**src/rtl/rspt_pkg.sv**
```systemverilog
// Package for the region stride prefetch table: widths, codes, state encoding
// and the structs passed between the top level and the row of table cells.
// No dependencies.
package rspt_pkg;

   // Address and line geometry
   localparam int ADDR_W     = 48;
   localparam int LINE_SHIFT = 6;
   localparam int LINE_W     = ADDR_W - LINE_SHIFT;
   localparam int DIFF_W     = LINE_W + 1;
   localparam int CAND_W     = ADDR_W + 2;

   // Table entry fields
   localparam int TABLE_ENTRIES = 16;
   localparam int STRIDE_W      = 11;
   localparam int CONF_W        = 2;
   localparam int NEAR_LINES    = 512 >> LINE_SHIFT;

   localparam logic [STRIDE_W-1:0] INIT_STRIDE = STRIDE_W'(64);
   localparam logic [CONF_W-1:0]   CONF_MAX    = CONF_W'(3);
   localparam logic [CONF_W-1:0]   CONF_FIRE   = CONF_W'(2);
   localparam logic [CONF_W-1:0]   CONF_ONE    = CONF_W'(1);
   localparam logic [CONF_W-1:0]   CONF_ZERO   = CONF_W'(0);

   // Prediction degree
   localparam int MAX_DEGREE = 8;
   localparam int DEG_W      = $clog2(MAX_DEGREE + 1);
   localparam int CFG_DEG_W  = 4;
   localparam logic [CFG_DEG_W-1:0] RESET_DEGREE = CFG_DEG_W'(4);

   // Configuration register indexes
   localparam int CSR_IDX_W = 2;
   typedef enum logic [CSR_IDX_W-1:0] {
      CSR_REGION_BASE     = 2'd0,
      CSR_REGION_END      = 2'd1,
      CSR_PREFETCH_DEGREE = 2'd2
   } csr_index_type;

   // Top-level sequencer states
   typedef enum logic [2:0] {
      ST_IDLE,
      ST_LOOK,
      ST_DECIDE,
      ST_GEN,
      ST_FLUSH
   } state_type;

   // Command broadcast from the sequencer to every cell
   typedef struct packed {
      logic              look;
      logic              update;
      logic              alloc;
      logic              any_free;
      logic [LINE_W-1:0] line;
   } cell_cmd_type;

   // Priority token handed from cell to cell along the row
   typedef struct packed {
      logic                head;
      logic                decided;
      logic                hit;
      logic                free_seen;
      logic [CONF_W-1:0]   conf;
      logic [STRIDE_W-1:0] stride;
   } chain_type;

endpackage

```
**src/rtl/rspt_req_if.sv**
```systemverilog
// Request channel of the region stride prefetch table: one access address.
// Depends on rspt_pkg.
interface rspt_req_if import rspt_pkg::*; ();
   logic              valid;
   logic              ready;
   logic [ADDR_W-1:0] access_addr;

   modport source (output valid, output access_addr, input ready);
   modport sink (input valid, input access_addr, output ready);
endinterface

```
**src/rtl/rspt_rsp_if.sv**
```systemverilog
// Response channel of the region stride prefetch table: one predicted line.
// Depends on rspt_pkg.
interface rspt_rsp_if import rspt_pkg::*; ();
   logic              valid;
   logic              ready;
   logic [ADDR_W-1:0] prefetch_addr;
   logic              last_of_run;

   modport source (output valid, output prefetch_addr, output last_of_run, input ready);
   modport sink (input valid, input prefetch_addr, input last_of_run, output ready);
endinterface

```
**src/rtl/rspt_csr_if.sv**
```systemverilog
// Configuration write channel of the region stride prefetch table.
// Depends on rspt_pkg.
interface rspt_csr_if import rspt_pkg::*; ();
   logic                 valid;
   logic                 ready;
   logic [CSR_IDX_W-1:0] index;
   logic [ADDR_W-1:0]    data;

   modport source (output valid, output index, output data, input ready);
   modport sink (input valid, input index, input data, output ready);
endinterface

```
**src/rtl/rspt_cell.sv**
```systemverilog
// One stride table entry: classifies the broadcast line against its entry,
// passes the priority token on to the next cell and applies its own update.
// Depends on rspt_pkg.
module rspt_cell import rspt_pkg::*; (
   input  logic         clock,
   input  logic         reset,
   input  cell_cmd_type cmd,
   input  chain_type    chain_in,
   output chain_type    chain_out,
   output logic         valid,
   output logic         write
);

   localparam int SL_W = STRIDE_W - LINE_SHIFT;
   localparam logic signed [DIFF_W-1:0] NEAR_HI = DIFF_W'(NEAR_LINES);
   localparam logic signed [DIFF_W-1:0] NEAR_LO = -NEAR_HI;

   logic                valid_ff, valid_in;
   logic [LINE_W-1:0]   last_ff, last_in;
   logic [STRIDE_W-1:0] stride_ff, stride_in;
   logic [CONF_W-1:0]   conf_ff, conf_in;
   logic                hit_ff, hit_in;
   logic                match_ff, match_in;
   logic                near_ff, near_in;
   logic [STRIDE_W-1:0] near_stride_ff, near_stride_in;

   logic signed [DIFF_W-1:0] diff;
   logic signed [DIFF_W-1:0] stride_lines;
   logic                     hit_now;
   logic [CONF_W-1:0]        conf_inc;
   logic                     upd_mine;
   logic                     claim;

   // Compare the broadcast line with this entry, in lines
   assign diff         = DIFF_W'({1'b0, cmd.line}) - DIFF_W'({1'b0, last_ff});
   assign stride_lines = {{(DIFF_W-SL_W){stride_ff[STRIDE_W-1]}},
                          stride_ff[STRIDE_W-1:LINE_SHIFT]};
   assign hit_now      = valid_ff && (last_ff == cmd.line);

   // Latch the classification during the look cycle
   always_comb begin
      hit_in         = hit_ff;
      match_in       = match_ff;
      near_in        = near_ff;
      near_stride_in = near_stride_ff;
      if (cmd.look) begin
         hit_in         = hit_now;
         match_in       = valid_ff && !hit_now
                          && (stride_ff[LINE_SHIFT-1:0] == '0) && (diff == stride_lines);
         near_in        = valid_ff && !hit_now && (diff >= NEAR_LO) && (diff <= NEAR_HI);
         near_stride_in = {diff[SL_W-1:0], {LINE_SHIFT{1'b0}}};
      end
   end

   assign conf_inc = (conf_ff == CONF_MAX) ? CONF_MAX : conf_ff + CONF_ONE;

   // Pass the token on; the first deciding cell stamps its outcome into it
   always_comb begin
      chain_out           = chain_in;
      chain_out.head      = 1'b0;
      chain_out.free_seen = chain_in.free_seen || !valid_ff;
      if (!chain_in.decided && (hit_ff || match_ff || near_ff)) begin
         chain_out.decided = 1'b1;
         chain_out.hit     = hit_ff;
         chain_out.conf    = match_ff ? conf_inc : CONF_ONE;
         chain_out.stride  = match_ff ? stride_ff : near_stride_ff;
      end
   end

   // Own update: retrain when this cell decided, claim on a table miss
   assign upd_mine = cmd.update && !chain_in.decided && !hit_ff && (match_ff || near_ff);
   assign claim    = cmd.update && cmd.alloc
                     && ((!valid_ff && !chain_in.free_seen) || (!cmd.any_free && chain_in.head));
   assign write    = upd_mine || claim;
   assign valid    = valid_ff;

   always_comb begin
      valid_in  = valid_ff;
      last_in   = last_ff;
      stride_in = stride_ff;
      conf_in   = conf_ff;
      if (claim) begin
         valid_in  = 1'b1;
         last_in   = cmd.line;
         stride_in = INIT_STRIDE;
         conf_in   = CONF_ZERO;
      end else if (upd_mine) begin
         last_in   = cmd.line;
         stride_in = chain_out.stride;
         conf_in   = chain_out.conf;
      end
   end

   // Control state
   always_ff @(posedge clock) begin
      if (reset) begin
         valid_ff <= 1'b0;
         hit_ff   <= 1'b0;
         match_ff <= 1'b0;
         near_ff  <= 1'b0;
      end else begin
         valid_ff <= valid_in;
         hit_ff   <= hit_in;
         match_ff <= match_in;
         near_ff  <= near_in;
      end
   end

   // Entry payload
   always_ff @(posedge clock) begin
      last_ff        <= last_in;
      stride_ff      <= stride_in;
      conf_ff        <= conf_in;
      near_stride_ff <= near_stride_in;
   end

endmodule

```
**src/rtl/rspt_chain.sv**
```systemverilog
// Row of stride table cells linked by the priority token; the token leaving
// the last cell is the table's verdict. Depends on rspt_pkg and rspt_cell.
module rspt_chain import rspt_pkg::*; (
   input  logic         clock,
   input  logic         reset,
   input  cell_cmd_type cmd,
   output chain_type    result
);

   chain_type                links [TABLE_ENTRIES+1];
   logic [TABLE_ENTRIES-1:0] valid_vec;
   logic [TABLE_ENTRIES-1:0] write_vec;

   // Seed the token at the head of the row
   always_comb begin
      links[0]      = '0;
      links[0].head = 1'b1;
   end

   for (genvar i = 0; i < TABLE_ENTRIES; i++) begin : g_cell
      rspt_cell u_cell (
         .clock     (clock),
         .reset     (reset),
         .cmd       (cmd),
         .chain_in  (links[i]),
         .chain_out (links[i+1]),
         .valid     (valid_vec[i]),
         .write     (write_vec[i])
      );
   end

   assign result = links[TABLE_ENTRIES];

   // At most one entry is written per request
   a_one_write: assert property (@(posedge clock) disable iff (reset)
      $onehot0(write_vec))
      else $error("more than one table entry written");

   // A miss always claims exactly one entry
   a_alloc_claims: assert property (@(posedge clock) disable iff (reset)
      (cmd.update && cmd.alloc && (cmd.any_free == result.free_seen)) |-> $onehot(write_vec))
      else $error("table miss did not claim exactly one entry");

   // A line hit leaves the table untouched
   a_hit_no_write: assert property (@(posedge clock) disable iff (reset)
      (cmd.update && result.decided && result.hit) |-> (write_vec == '0))
      else $error("table written on a line hit");

   // A claimed free entry is valid afterwards
   a_claim_valid: assert property (@(posedge clock) disable iff (reset)
      (cmd.update && cmd.alloc && (write_vec != '0)) |=> ((valid_vec & $past(write_vec)) != '0))
      else $error("claimed entry not valid");

endmodule

```
**src/rtl/region_stride_prefetch_table.sv**
```systemverilog
// Top level of the region stride prefetch table: configuration registers,
// request sequencer, prediction generator and response register.
// Depends on rspt_pkg, the rspt_*_if interfaces and rspt_chain.
//
//   Channel  Dir   Handshake      Payload
//   req_ch   in    valid/ready    access_addr[47:0]
//   rsp_ch   out   valid/ready    prefetch_addr[47:0], last_of_run
//   csr_ch   in    valid/ready    index[1:0], data[47:0] (ready always high)
//
// An access outside the region is taken in idle and dropped. Every other
// access passes look and decide through the cell row, then generate and
// flush when the entry is confident: the generator forms one candidate line
// per cycle and the last kept line leaves from a one-entry holding register.
// A stalled response holds the generator. Reset is synchronous and clears
// all entry valid bits at once; degree resets to 4, region bounds to 0.
module region_stride_prefetch_table import rspt_pkg::*; (
   input logic   clock,
   input logic   reset,
   rspt_req_if.sink   req_ch,
   rspt_rsp_if.source rsp_ch,
   rspt_csr_if.sink   csr_ch
);

   state_type state_ff, state_in;

   logic [ADDR_W-1:0]    base_ff, base_in;
   logic [ADDR_W-1:0]    end_ff, end_in;
   logic [CFG_DEG_W-1:0] degree_ff, degree_in;

   logic [LINE_W-1:0]  line_ff, line_in;
   logic [DEG_W-1:0]   deg_ff, deg_in;
   logic [DEG_W-1:0]   cnt_ff, cnt_in;
   logic [CAND_W-1:0]  stride_ff, stride_in;
   logic [CAND_W-1:0]  cand_ff, cand_in;
   logic               pend_valid_ff, pend_valid_in;
   logic [ADDR_W-1:0]  pend_addr_ff, pend_addr_in;
   logic               rsp_valid_ff, rsp_valid_in;
   logic [ADDR_W-1:0]  rsp_addr_ff, rsp_addr_in;
   logic               rsp_last_ff, rsp_last_in;

   cell_cmd_type cmd;
   chain_type    result;

   logic              accept;
   logic              in_region;
   logic [DEG_W-1:0]  deg_now;
   logic [CAND_W-1:0] stride_ext;
   logic              fire;
   logic              keep;
   logic              out_free;
   logic              step_ok;
   logic              push;
   logic              push_last;

   rspt_chain u_chain (
      .clock  (clock),
      .reset  (reset),
      .cmd    (cmd),
      .result (result)
   );

   // Request and region checks
   assign accept    = req_ch.valid && req_ch.ready;
   assign in_region = (req_ch.access_addr >= base_ff) && (req_ch.access_addr < end_ff);

   // Saturate the configured degree
   always_comb begin
      if (int'(degree_ff) > MAX_DEGREE) begin
         deg_now = DEG_W'(MAX_DEGREE);
      end else begin
         deg_now = DEG_W'(degree_ff);
      end
   end

   assign stride_ext = {{(CAND_W-STRIDE_W){result.stride[STRIDE_W-1]}}, result.stride};
   assign fire       = result.decided && !result.hit && (result.conf >= CONF_FIRE)
                       && (result.stride != '0) && (deg_now != '0);

   // Candidate screening and response stall
   assign keep     = (cand_ff[CAND_W-1:ADDR_W] == '0)
                     && (cand_ff[ADDR_W-1:0] >= base_ff) && (cand_ff[ADDR_W-1:0] < end_ff);
   assign out_free = !rsp_valid_ff || rsp_ch.ready;
   assign step_ok  = !(keep && pend_valid_ff && !out_free);

   // Next state
   always_comb begin
      state_in = state_ff;
      case (state_ff)
         ST_IDLE: begin
            if (accept && in_region) state_in = ST_LOOK;
         end
         ST_LOOK: begin
            state_in = ST_DECIDE;
         end
         ST_DECIDE: begin
            state_in = fire ? ST_GEN : ST_IDLE;
         end
         ST_GEN: begin
            if (step_ok && (cnt_ff == deg_ff)) state_in = ST_FLUSH;
         end
         ST_FLUSH: begin
            if (!pend_valid_ff || out_free) state_in = ST_IDLE;
         end
         default: begin
            state_in = ST_IDLE;
         end
      endcase
   end

   // Sequencer outputs
   always_comb begin
      req_ch.ready = 1'b0;
      cmd          = '0;
      cmd.line     = line_ff;
      cmd.alloc    = !result.decided;
      cmd.any_free = result.free_seen;
      push         = 1'b0;
      push_last    = 1'b0;
      case (state_ff)
         ST_IDLE: begin
            req_ch.ready = 1'b1;
         end
         ST_LOOK: begin
            cmd.look = 1'b1;
         end
         ST_DECIDE: begin
            cmd.update = 1'b1;
         end
         ST_GEN: begin
            push = step_ok && keep && pend_valid_ff;
         end
         ST_FLUSH: begin
            push      = pend_valid_ff && out_free;
            push_last = 1'b1;
         end
         default: begin
            req_ch.ready = 1'b0;
         end
      endcase
   end

   // Configuration writes
   assign csr_ch.ready = 1'b1;

   always_comb begin
      base_in   = base_ff;
      end_in    = end_ff;
      degree_in = degree_ff;
      if (csr_ch.valid) begin
         case (csr_index_type'(csr_ch.index))
            CSR_REGION_BASE:     base_in   = csr_ch.data;
            CSR_REGION_END:      end_in    = csr_ch.data;
            CSR_PREFETCH_DEGREE: degree_in = csr_ch.data[CFG_DEG_W-1:0];
            default:             base_in   = base_ff;
         endcase
      end
   end

   // Datapath: capture line, seed and advance the candidate, hold the pending line
   always_comb begin
      line_in       = line_ff;
      deg_in        = deg_ff;
      cnt_in        = cnt_ff;
      stride_in     = stride_ff;
      cand_in       = cand_ff;
      pend_valid_in = pend_valid_ff;
      pend_addr_in  = pend_addr_ff;
      if (accept) begin
         line_in = req_ch.access_addr[ADDR_W-1:LINE_SHIFT];
      end
      if (state_ff == ST_DECIDE) begin
         deg_in        = deg_now;
         cnt_in        = DEG_W'(1);
         stride_in     = stride_ext;
         cand_in       = {2'b00, line_ff, {LINE_SHIFT{1'b0}}} + stride_ext;
         pend_valid_in = 1'b0;
      end
      if ((state_ff == ST_GEN) && step_ok) begin
         cnt_in  = cnt_ff + DEG_W'(1);
         cand_in = cand_ff + stride_ff;
         if (keep) begin
            pend_valid_in = 1'b1;
            pend_addr_in  = cand_ff[ADDR_W-1:0];
         end
      end
      if ((state_ff == ST_FLUSH) && push) begin
         pend_valid_in = 1'b0;
      end
   end

   // Response register
   always_comb begin
      rsp_valid_in = rsp_valid_ff;
      rsp_addr_in  = rsp_addr_ff;
      rsp_last_in  = rsp_last_ff;
      if (push) begin
         rsp_valid_in = 1'b1;
         rsp_addr_in  = pend_addr_ff;
         rsp_last_in  = push_last;
      end else if (rsp_ch.ready) begin
         rsp_valid_in = 1'b0;
      end
   end

   assign rsp_ch.valid         = rsp_valid_ff;
   assign rsp_ch.prefetch_addr = rsp_addr_ff;
   assign rsp_ch.last_of_run   = rsp_last_ff;

   // Control state and configuration
   always_ff @(posedge clock) begin
      if (reset) begin
         state_ff      <= ST_IDLE;
         base_ff       <= '0;
         end_ff        <= '0;
         degree_ff     <= RESET_DEGREE;
         pend_valid_ff <= 1'b0;
         rsp_valid_ff  <= 1'b0;
      end else begin
         state_ff      <= state_in;
         base_ff       <= base_in;
         end_ff        <= end_in;
         degree_ff     <= degree_in;
         pend_valid_ff <= pend_valid_in;
         rsp_valid_ff  <= rsp_valid_in;
      end
   end

   // Payload
   always_ff @(posedge clock) begin
      line_ff      <= line_in;
      deg_ff       <= deg_in;
      cnt_ff       <= cnt_in;
      stride_ff    <= stride_in;
      cand_ff      <= cand_in;
      pend_addr_ff <= pend_addr_in;
      rsp_addr_ff  <= rsp_addr_in;
      rsp_last_ff  <= rsp_last_in;
   end

   // The closing response of a run returns the sequencer to idle
   a_last_ends_run: assert property (@(posedge clock) disable iff (reset)
      (push && push_last) |=> (state_ff == ST_IDLE))
      else $error("sequencer not idle after the last response of a run");

   // The generator never runs past the degree
   a_cnt_bound: assert property (@(posedge clock) disable iff (reset)
      (state_ff == ST_GEN) |-> ((cnt_ff != '0) && (cnt_ff <= deg_ff)))
      else $error("candidate count out of range");

   // Responses are loaded only while generating or flushing
   a_push_state: assert property (@(posedge clock) disable iff (reset)
      push |-> ((state_ff == ST_GEN) || (state_ff == ST_FLUSH)))
      else $error("response loaded outside generation");

   // No request is taken while a run is still in flight
   a_req_idle: assert property (@(posedge clock) disable iff (reset)
      accept |-> (!pend_valid_ff || (state_ff == ST_IDLE)))
      else $error("request accepted during a run");

endmodule

```
**src/flat_wrapper.sv**
```systemverilog
// flat-port wrapper written by rule: the top's interface ports become plain ports
module region_stride_prefetch_table_flat import rspt_pkg::*;
  (clock, reset, req_ch_valid, req_ch_access_addr, req_ch_ready, rsp_ch_valid, rsp_ch_prefetch_addr, rsp_ch_last_of_run, rsp_ch_ready, csr_ch_valid, csr_ch_index, csr_ch_data, csr_ch_ready);
  rspt_req_if req_ch_i ();
  rspt_rsp_if rsp_ch_i ();
  rspt_csr_if csr_ch_i ();
  input logic clock;
  input logic reset;
  input wire logic [$bits(req_ch_i.valid)-1:0] req_ch_valid;
  input wire logic [$bits(req_ch_i.access_addr)-1:0] req_ch_access_addr;
  output wire logic [$bits(req_ch_i.ready)-1:0] req_ch_ready;
  output wire logic [$bits(rsp_ch_i.valid)-1:0] rsp_ch_valid;
  output wire logic [$bits(rsp_ch_i.prefetch_addr)-1:0] rsp_ch_prefetch_addr;
  output wire logic [$bits(rsp_ch_i.last_of_run)-1:0] rsp_ch_last_of_run;
  input wire logic [$bits(rsp_ch_i.ready)-1:0] rsp_ch_ready;
  input wire logic [$bits(csr_ch_i.valid)-1:0] csr_ch_valid;
  input wire logic [$bits(csr_ch_i.index)-1:0] csr_ch_index;
  input wire logic [$bits(csr_ch_i.data)-1:0] csr_ch_data;
  output wire logic [$bits(csr_ch_i.ready)-1:0] csr_ch_ready;
  assign req_ch_i.valid = req_ch_valid;
  assign req_ch_i.access_addr = req_ch_access_addr;
  assign req_ch_ready = req_ch_i.ready;
  assign rsp_ch_valid = rsp_ch_i.valid;
  assign rsp_ch_prefetch_addr = rsp_ch_i.prefetch_addr;
  assign rsp_ch_last_of_run = rsp_ch_i.last_of_run;
  assign rsp_ch_i.ready = rsp_ch_ready;
  assign csr_ch_i.valid = csr_ch_valid;
  assign csr_ch_i.index = csr_ch_index;
  assign csr_ch_i.data = csr_ch_data;
  assign csr_ch_ready = csr_ch_i.ready;
  region_stride_prefetch_table u_core (.clock(clock), .reset(reset), .req_ch(req_ch_i), .rsp_ch(rsp_ch_i), .csr_ch(csr_ch_i));
endmodule
```
**config.mk**
```make
export PLATFORM = sky130hd
export DESIGN_NAME = region_stride_prefetch_table_flat
export DESIGN_NICKNAME = d
export VERILOG_FILES = /design/src/rtl/rspt_pkg.sv /design/src/rtl/rspt_req_if.sv /design/src/rtl/rspt_rsp_if.sv /design/src/rtl/rspt_csr_if.sv /design/src/rtl/rspt_cell.sv /design/src/rtl/rspt_chain.sv /design/src/rtl/region_stride_prefetch_table.sv /design/src/flat_wrapper.sv
export SDC_FILE = /design/constraint.sdc
export NUM_CORES = 2
export LEC_CHECK = 0
export BUFFER_PORTS_ARGS = -buffer_cell sky130_fd_sc_hd__buf_2
export CORE_MARGIN = 3
export CORE_UTILIZATION = 50
export CTS_CLUSTER_DIAMETER = 150
export DETAILED_ROUTE_END_ITERATION = 10
export PLACE_DENSITY = 0.69
export SKIP_LAST_GASP = 1
export SYNTH_ARGS = -nofsm -noshare
export SYNTH_HDL_FRONTEND = slang
export SYNTH_SLANG_ARGS = --single-unit
```
**constraint.sdc**
```tcl
create_clock -name clock -period 8.2 [get_ports clock]
set_input_delay 1.64 -clock clock [delete_from_list [all_inputs] [get_ports clock]]
set_output_delay 1.64 -clock clock [all_outputs]
set_load 0.05 [all_outputs]
```
# After elaboration in Yosys (flattened, before gate mapping)
# Cells that the tools add are included.
# totals
wordCells	807
reg_bits	1337
# op_classes
n_reduce_logical	402
add_sub_neg	35
magnitude_cmp	38
mux	132
eq_ne	58
# ops
operator	n
42-bit two-way mux	32
43-bit by 5-bit == test with 1-bit output	16
43-bit by 4-bit >= comparator with 1-bit output, second input constant	16
43-bit by 5-bit less-or-equal comparator with 1-bit output, second input constant	16
42-bit by 42-bit subtractor with 43-bit output	16
42-bit == test	16
13-bit two-way mux	16
1-bit logical AND	207
11-bit two-way mux	16
50-bit two-way mux	2
2-bit two-way mux	49
48-bit >= comparator	2
6-bit zero test	16
48-bit < comparator	2
1-bit zero test	84
1-bit logical OR	66
49-bit by 11-bit adder with 50-bit output	1
50-bit adder	1
2-bit nonzero test	18
2-bit == test, second input constant	17
2-bit by 1-bit adder with 2-bit output, second input constant	16
3-bit case mux with 5 select lines	1
4-bit two-way mux	3
11-bit nonzero test	1
18 further kinds	35

# Logic depth before layout (Yosys ltp)
# logic_depth
depth_word	55
ltp_mapped	28

# Hierarchy
# Synthesis repeated with hierarchy kept, for this count alone.
# hier_totals
cells_unflattened	14149
hier_area_um2	117401.3
# by_module_without_submodules
module	cells_per_inst	n_inst	area_per_inst_um2
rspt_cell (u_core.u_chain.g_cell[0].u_cell ...)	758	12	6154.7
region_stride_prefetch_table	2068	1	19916.6
rspt_cell (u_core.u_chain.g_cell[12].u_cell ...)	711	2	5665.4
rspt_cell (u_core.u_chain.g_cell[14].u_cell)	801	1	6372.4
rspt_cell (u_core.u_chain.g_cell[9].u_cell)	760	1	5918.2
rspt_chain	2	1	7.5

# Least setup slack after synthesis
# No wires, ideal clock.
# synth_path
path_type	reg-to-reg
from	register u_core.u_chain.g_cell[3].u_cell.match_ff
to	register u_core.cand_ff[48] (data pin)
setup_ns	0.270
t_arrival_ns	6.407
path_slack_ns	1.523
t_required_ns	7.930
path_stages_with_launch	25
synth_period_minus_slack_ns	6.677
path_cell_list	dfxtp_1 clkbuf_1 mux2_2 a2111oi_0 mux2i_1 o31ai_1 a31oi_1 a211oi_2 o211ai_1 nor3_1 inv_1 ha_1 o21a_1 o2111a_1 o41a_1 o2111ai_1 o211ai_1 nor4b_1 o31ai_1 o21ai_0 or4_1 a31oi_1 o21bai_1 xnor2_1 mux2i_1
# synth_lines
element	line	rtl
start: declaration	rspt_cell.sv:23	logic match_ff, match_in;
start signal: assignment	rspt_cell.sv:104	match_ff <= match_in;
end signal: assignment	region_stride_prefetch_table.sv:234	cand_ff <= cand_in;
end: declaration	region_stride_prefetch_table.sv:34	logic [CAND_W-1:0] cand_ff, cand_in;

==> summary.md <==
| Metric | Value |
|---|---|
| Result of the run | `complete, no violations` |
| RSZ-0062 raised after global routing | `false` |
| Leading cell types in the layout, fill and taps excluded | `sky130_fd_sc_hd__inv_1 (1056), sky130_fd_sc_hd__edfxtp_1 (960), sky130_fd_sc_hd__ha_1 (955)` |
| Global-route wire length before repair | `518000 um` |
| Clock Skews | `0.0364 ns` |
| Largest fanout on the critical path | `33` |
| Type of the most critical hold path | `reg2reg` |
| Time the final worst path needs with I/O delays and setup | `7.66 ns` |
| Die span in y | `457 um` |
| Proportion of layout cells with a drive suffix above 1 | `6.79%` |
| Global-route usage over all layers | `31.9%` |
| Number of global-route vias before repair | `85200` |
| Synthesized-area fraction occupied by adder cells | `12.1%` |
| Clock Root Buffer | `sky130_fd_sc_hd__clkbuf_16` |
| Detailed Routing Iterations Pass 1 | `9` |
| Data arrival, critical path | `8.19 ns` |
| Sum Neg Setup Slack | `0 ns` |
| Source-to-sink clock delay at the later pin of the worst-skew pair | `0.82 ns` |
| Total half-perimeter wirelength after legalization and detailed placement | `258000 um` |
| Post-synth net total | `12500` |
| Dpl ws | `-0.275 ns` |
| CTS Buffer Depth | `3` |
| Mean instance size in the synthesized netlist | `8.88 sq um` |
| Cell count of the worst reg-to-reg path | `26` |
| Number of enable-type register cells in the synthesized netlist | `960` |
| TritonCTS clock tree | `yes` |
| #FFs+latches synth | `1337` |
| Proportion of register bits with asynchronous set or reset after synthesis | `0%` |
| Sequential cell area fraction in the yosys report | `35.8%` |
| Synth Area in XOR/XNOR | `5.76%` |
| Detailed-route wire length | `346000 um` |
| Static leakage | `46.2 nW` |
| Relative max-transition margin | `9.18%` |
| Top-level I/O count | `155` |
| Wire length per cell after detailed routing | `24.0 um` |
| Source of the critical timing path | `u_core.u_chain.g_cell[2].u_cell.match_ff$_SDFFE_PP0P_` |
| Largest net degree at the start of global routing | `65` |
| Maximum VDD drop | `0.210 mV` |
| Origin of the critical flop-to-flop path | `u_core.u_chain.g_cell[2].u_cell.match_ff$_SDFFE_PP0P_` |
| Worst Max-Slew Pin Slew | `1.36 ns` |
| Dominant combinational cell family by area after synthesis | `compound AO/OA/AOI/OAI gates` |
| Total overflow reported by the global router | `0` |
| Number of input and output port buffers inserted | `153` |
| Highest-utilization routing layer at the global route stage | `met2` |
| Total via count in the routed design | `90700` |
| H-tree levels | `4` |
| Maximum clock frequency | `130 MHz` |
| Area enclosed by the die boundary | `0.209 sq mm` |
| Initial standard-cell utilization of the core | `50.6%` |
| Element type at the critical path start | `register` |
| Area added between synthesis and finish | `9.78%` |
| Type of the setup path with the least slack | `reg2reg` |
| Synth Flop Type | `sky130_fd_sc_hd__edfxtp_1` |
| Count of different cell masters after synthesis | `118` |
| Post-DRT Antenna Nets | `0` |
| Share of cell area taken by muxes after synthesis | `1.68%` |
| Total setup violations reported at the end of the flow | `0` |
| Antenna violations before repair | `21` |
| Average via count per standard cell | `6.29` |
| Cells after synthesis | `11500` |
| CTS buffer count | `157` |
| Critical Path End Type | `register` |
| Most common library cell in the layout ignoring fill and taps | `sky130_fd_sc_hd__inv_1` |
| Critical path required time | `8.73 ns` |
| Count of endpoints failing hold in the final timing report | `0` |
| Warning count from the yosys run | `0` |
| Core area | `0.201 sq mm` |
| Rows | `164` |
| Remaining design rule violation count | `0` |
| Simple-Gate Fraction of Synth Area | `18.4%` |
| Initial detailed-routing violation count | `8981` |
| Pins over their slew limit | `0` |
| Met3 track demand over resource in global routing | `4.26%` |
| Number of nets at the end of the flow | `12700` |
| Destination of the critical timing path | `u_core.cand_ff[48]$_DFFE_PP_` |
| Endpoint of the most critical register-to-register path | `u_core.cand_ff[48]$_DFFE_PP_` |
| Worst setup slack after layout | `0.536 ns` |
| Die width | `457 um` |
| Setup slack, reg-to-reg | `0.54 ns` |
| GR met1 Demand/Resource | `43.2%` |
| Mapped cell area | `0.102 sq mm` |
| Number of max-cap violations | `0` |
| Clock sink total | `1337` |
| Gp weighted congestion | `0.965` |
| Share of the synthesized area in compound gates (AO/OA/AOI/OAI) | `21.0%` |
| Met2 track demand over resource | `50.5%` |
| Clock transition time at the flip-flop clock pins of the worst setup and hold paths | `0.07 ns` |
| Tcrit/Tclk final | `93.5%` |
| Layout filler cell count | `18200` |
| Ratio of total power to cell area | `161 mW/mm^2` |
==> worst min path at each step <==
stage | from | to | slack, ns | cells after the start
after global placement | u_core.pend_addr_ff[32]$_DFFE_PP_ | u_core.rsp_ch.prefetch_addr[32]$_DFFE_PP_ | 0.40 | 0
after CTS | u_core.pend_addr_ff[37]$_DFFE_PP_ | u_core.rsp_ch.prefetch_addr[37]$_DFFE_PP_ | 0.41 | 0
after detailed placement | u_core.pend_addr_ff[16]$_DFFE_PP_ | u_core.rsp_ch.prefetch_addr[16]$_DFFE_PP_ | 0.40 | 0
after global routing | u_core.pend_addr_ff[37]$_DFFE_PP_ | u_core.rsp_ch.prefetch_addr[37]$_DFFE_PP_ | 0.42 | 0
final | u_core.pend_addr_ff[37]$_DFFE_PP_ | u_core.rsp_ch.prefetch_addr[37]$_DFFE_PP_ | 0.41 | 0
after floorplan | u_core.pend_addr_ff[0]$_DFFE_PP_ | u_core.rsp_ch.prefetch_addr[0]$_DFFE_PP_ | 0.40 | 0
==> cells in the mapped netlist (30+ instances only) <==
master / instances / area (sq um)
sky130_fd_sc_hd__or4_1: 58 / 435
sky130_fd_sc_hd__dfxtp_1: 377 / 7550
sky130_fd_sc_hd__o2111ai_1: 30 / 263
sky130_fd_sc_hd__a31oi_1: 105 / 657
sky130_fd_sc_hd__or3_1: 104 / 651
sky130_fd_sc_hd__xor2_1: 272 / 2380
sky130_fd_sc_hd__inv_1: 1061 / 3980
sky130_fd_sc_hd__a21boi_0: 38 / 285
sky130_fd_sc_hd__nand3b_1: 33 / 248
sky130_fd_sc_hd__nand4_1: 283 / 1770
sky130_fd_sc_hd__a221oi_1: 30 / 263
sky130_fd_sc_hd__xnor2_1: 396 / 3470
sky130_fd_sc_hd__and2_1: 141 / 882
sky130_fd_sc_hd__nor3_1: 322 / 1610
sky130_fd_sc_hd__and4_1: 46 / 403
sky130_fd_sc_hd__nor4_1: 166 / 1040
sky130_fd_sc_hd__ha_1: 955 / 11900
sky130_fd_sc_hd__a21oi_1: 914 / 4570
sky130_fd_sc_hd__o31ai_1: 69 / 518
sky130_fd_sc_hd__o21ai_0: 569 / 2850
sky130_fd_sc_hd__o31a_1: 37 / 324
sky130_fd_sc_hd__or2_2: 47 / 294
sky130_fd_sc_hd__o211ai_1: 86 / 646
sky130_fd_sc_hd__a22o_1: 35 / 307
sky130_fd_sc_hd__a211oi_1: 140 / 1050
sky130_fd_sc_hd__o21bai_1: 106 / 796
sky130_fd_sc_hd__mux2i_1: 137 / 1370
sky130_fd_sc_hd__nand2_1: 908 / 3410
sky130_fd_sc_hd__nor2_1: 772 / 2900
sky130_fd_sc_hd__nor2b_1: 101 / 632
sky130_fd_sc_hd__a2111oi_0: 53 / 464
sky130_fd_sc_hd__nand2b_1: 110 / 688
sky130_fd_sc_hd__a21o_1: 456 / 3420
sky130_fd_sc_hd__nand3_1: 281 / 1410
sky130_fd_sc_hd__edfxtp_1: 960 / 28800
sky130_fd_sc_hd__and3_1: 127 / 795
sky130_fd_sc_hd__a211o_1: 42 / 368
sky130_fd_sc_hd__o21a_1: 152 / 1140
sky130_fd_sc_hd__clkbuf_1: 302 / 1130
sky130_fd_sc_hd__nor3b_1: 30 / 225
sky130_fd_sc_hd__nand4b_1: 30 / 263
==> flip-flops by register name, summed over array words and instances (netlist names), 42 cells and up <==
signal,flops
u_core.base_ff,48
u_core.pend_addr_ff,48
u_core.u_chain.g_cell.u_cell.stride_ff,176
u_core.cand_ff,50
u_core.line_ff,42
u_core.rsp_ch.prefetch_addr,48
u_core.u_chain.g_cell.u_cell.last_ff,672
u_core.u_chain.g_cell.u_cell.near_stride_ff,80
u_core.end_ff,48
==> metrics by stage <==
stage	hold slack (ns)	power [W]	cells	utilization (%)	instance area (sq um)
final	0.410	0.0180	14400	55.5	112000
after global placement	0.400	0.0108	14100	52.9	106000
after global routing	0.423	0.0186	14400	55.5	112000
after detailed placement	0.405	0.0108	14100	52.9	106000
after CTS	0.413	0.0180	14400	55.5	111000
after floorplan	0.400	0.00973	11500	-	102000
==> layout make-up <==
cell class | count | area, sq um | share of cell area, %
multi-input combinational | 8715 | 60100 | 53.9
sequential | 1337 | 36400 | 32.6
clock buffer | 215 | 4490 | 4.02
inverter | 1061 | 3990 | 3.57
tap | 2656 | 3320 | 2.98
timing repair buffer | 352 | 2490 | 2.23
clock inverter | 75 | 781 | 0.700
antenna | 10 | 25.0 | 0.0224
==> metal layers <==
metal | wire length, um | part of all wire (%)
met1 | 151000 | 43
met2 | 154000 | 44
met3 | 23800 | 6.9
met4 | 18300 | 5.3
met5 | 13 | 0.0038
==> what timing repair did <==
item | 4_1_cts | 5_1_grt
resized for setup | 3 | 6
setup endpoints to repair | 2 | 3
hold buffers | 0 | 0
hold endpoints to repair | 0 | 0
pin swaps | 0 | 2
setup buffers | 0 | 5
==> critical path: stages, from the launching register on <==
cell,delay [ns]
sky130_fd_sc_hd__dfxtp_2,0.58
sky130_fd_sc_hd__or3_1,0.25
sky130_fd_sc_hd__nor4_1,0.08
sky130_fd_sc_hd__buf_4,0.17
sky130_fd_sc_hd__a2111oi_2,0.47
sky130_fd_sc_hd__mux2i_1,0.24
sky130_fd_sc_hd__o31ai_1,0.42
sky130_fd_sc_hd__a31oi_1,0.28
sky130_fd_sc_hd__a211oi_2,0.42
sky130_fd_sc_hd__o211ai_1,0.26
sky130_fd_sc_hd__nor3_1,0.42
sky130_fd_sc_hd__inv_1,0.28
sky130_fd_sc_hd__buf_4,0.34
sky130_fd_sc_hd__ha_1,0.42
sky130_fd_sc_hd__a21oi_1,0.19
sky130_fd_sc_hd__o21bai_1,0.10
sky130_fd_sc_hd__a21oi_1,0.23
sky130_fd_sc_hd__o21a_1,0.15
sky130_fd_sc_hd__o211ai_1,0.19
sky130_fd_sc_hd__nor4b_2,0.25
sky130_fd_sc_hd__o31ai_2,0.38
sky130_fd_sc_hd__o21ai_0,0.20
sky130_fd_sc_hd__or4_1,0.48
sky130_fd_sc_hd__a31oi_1,0.19
sky130_fd_sc_hd__o21bai_1,0.09
sky130_fd_sc_hd__xnor2_1,0.16
sky130_fd_sc_hd__mux2i_1,0.09
==> where the power goes <==
part           internal, W  switching (W)  leakage (nW)
clock              0.00423        0.00301          2.56
combinational      0.00119        0.00218          31.9
sequential         0.00731      0.0000716          11.7
==> kinds of logic (layout without fill, tap and decap cells) <==
logic type / count (synthesis) / count (layout)
other: 1 / 11
buffers and inverters: 1399 / 1703
and+or+nand+nor: 3669 / 3669
muxes: 166 / 166
xor gates and xnor gates: 668 / 668
DFF: 1337 / 1337
AOI/OAI and AO/OA: 3238 / 3238
adders and majority gates: 973 / 973
Note: power is estimated with default switching activity, not from simulation.
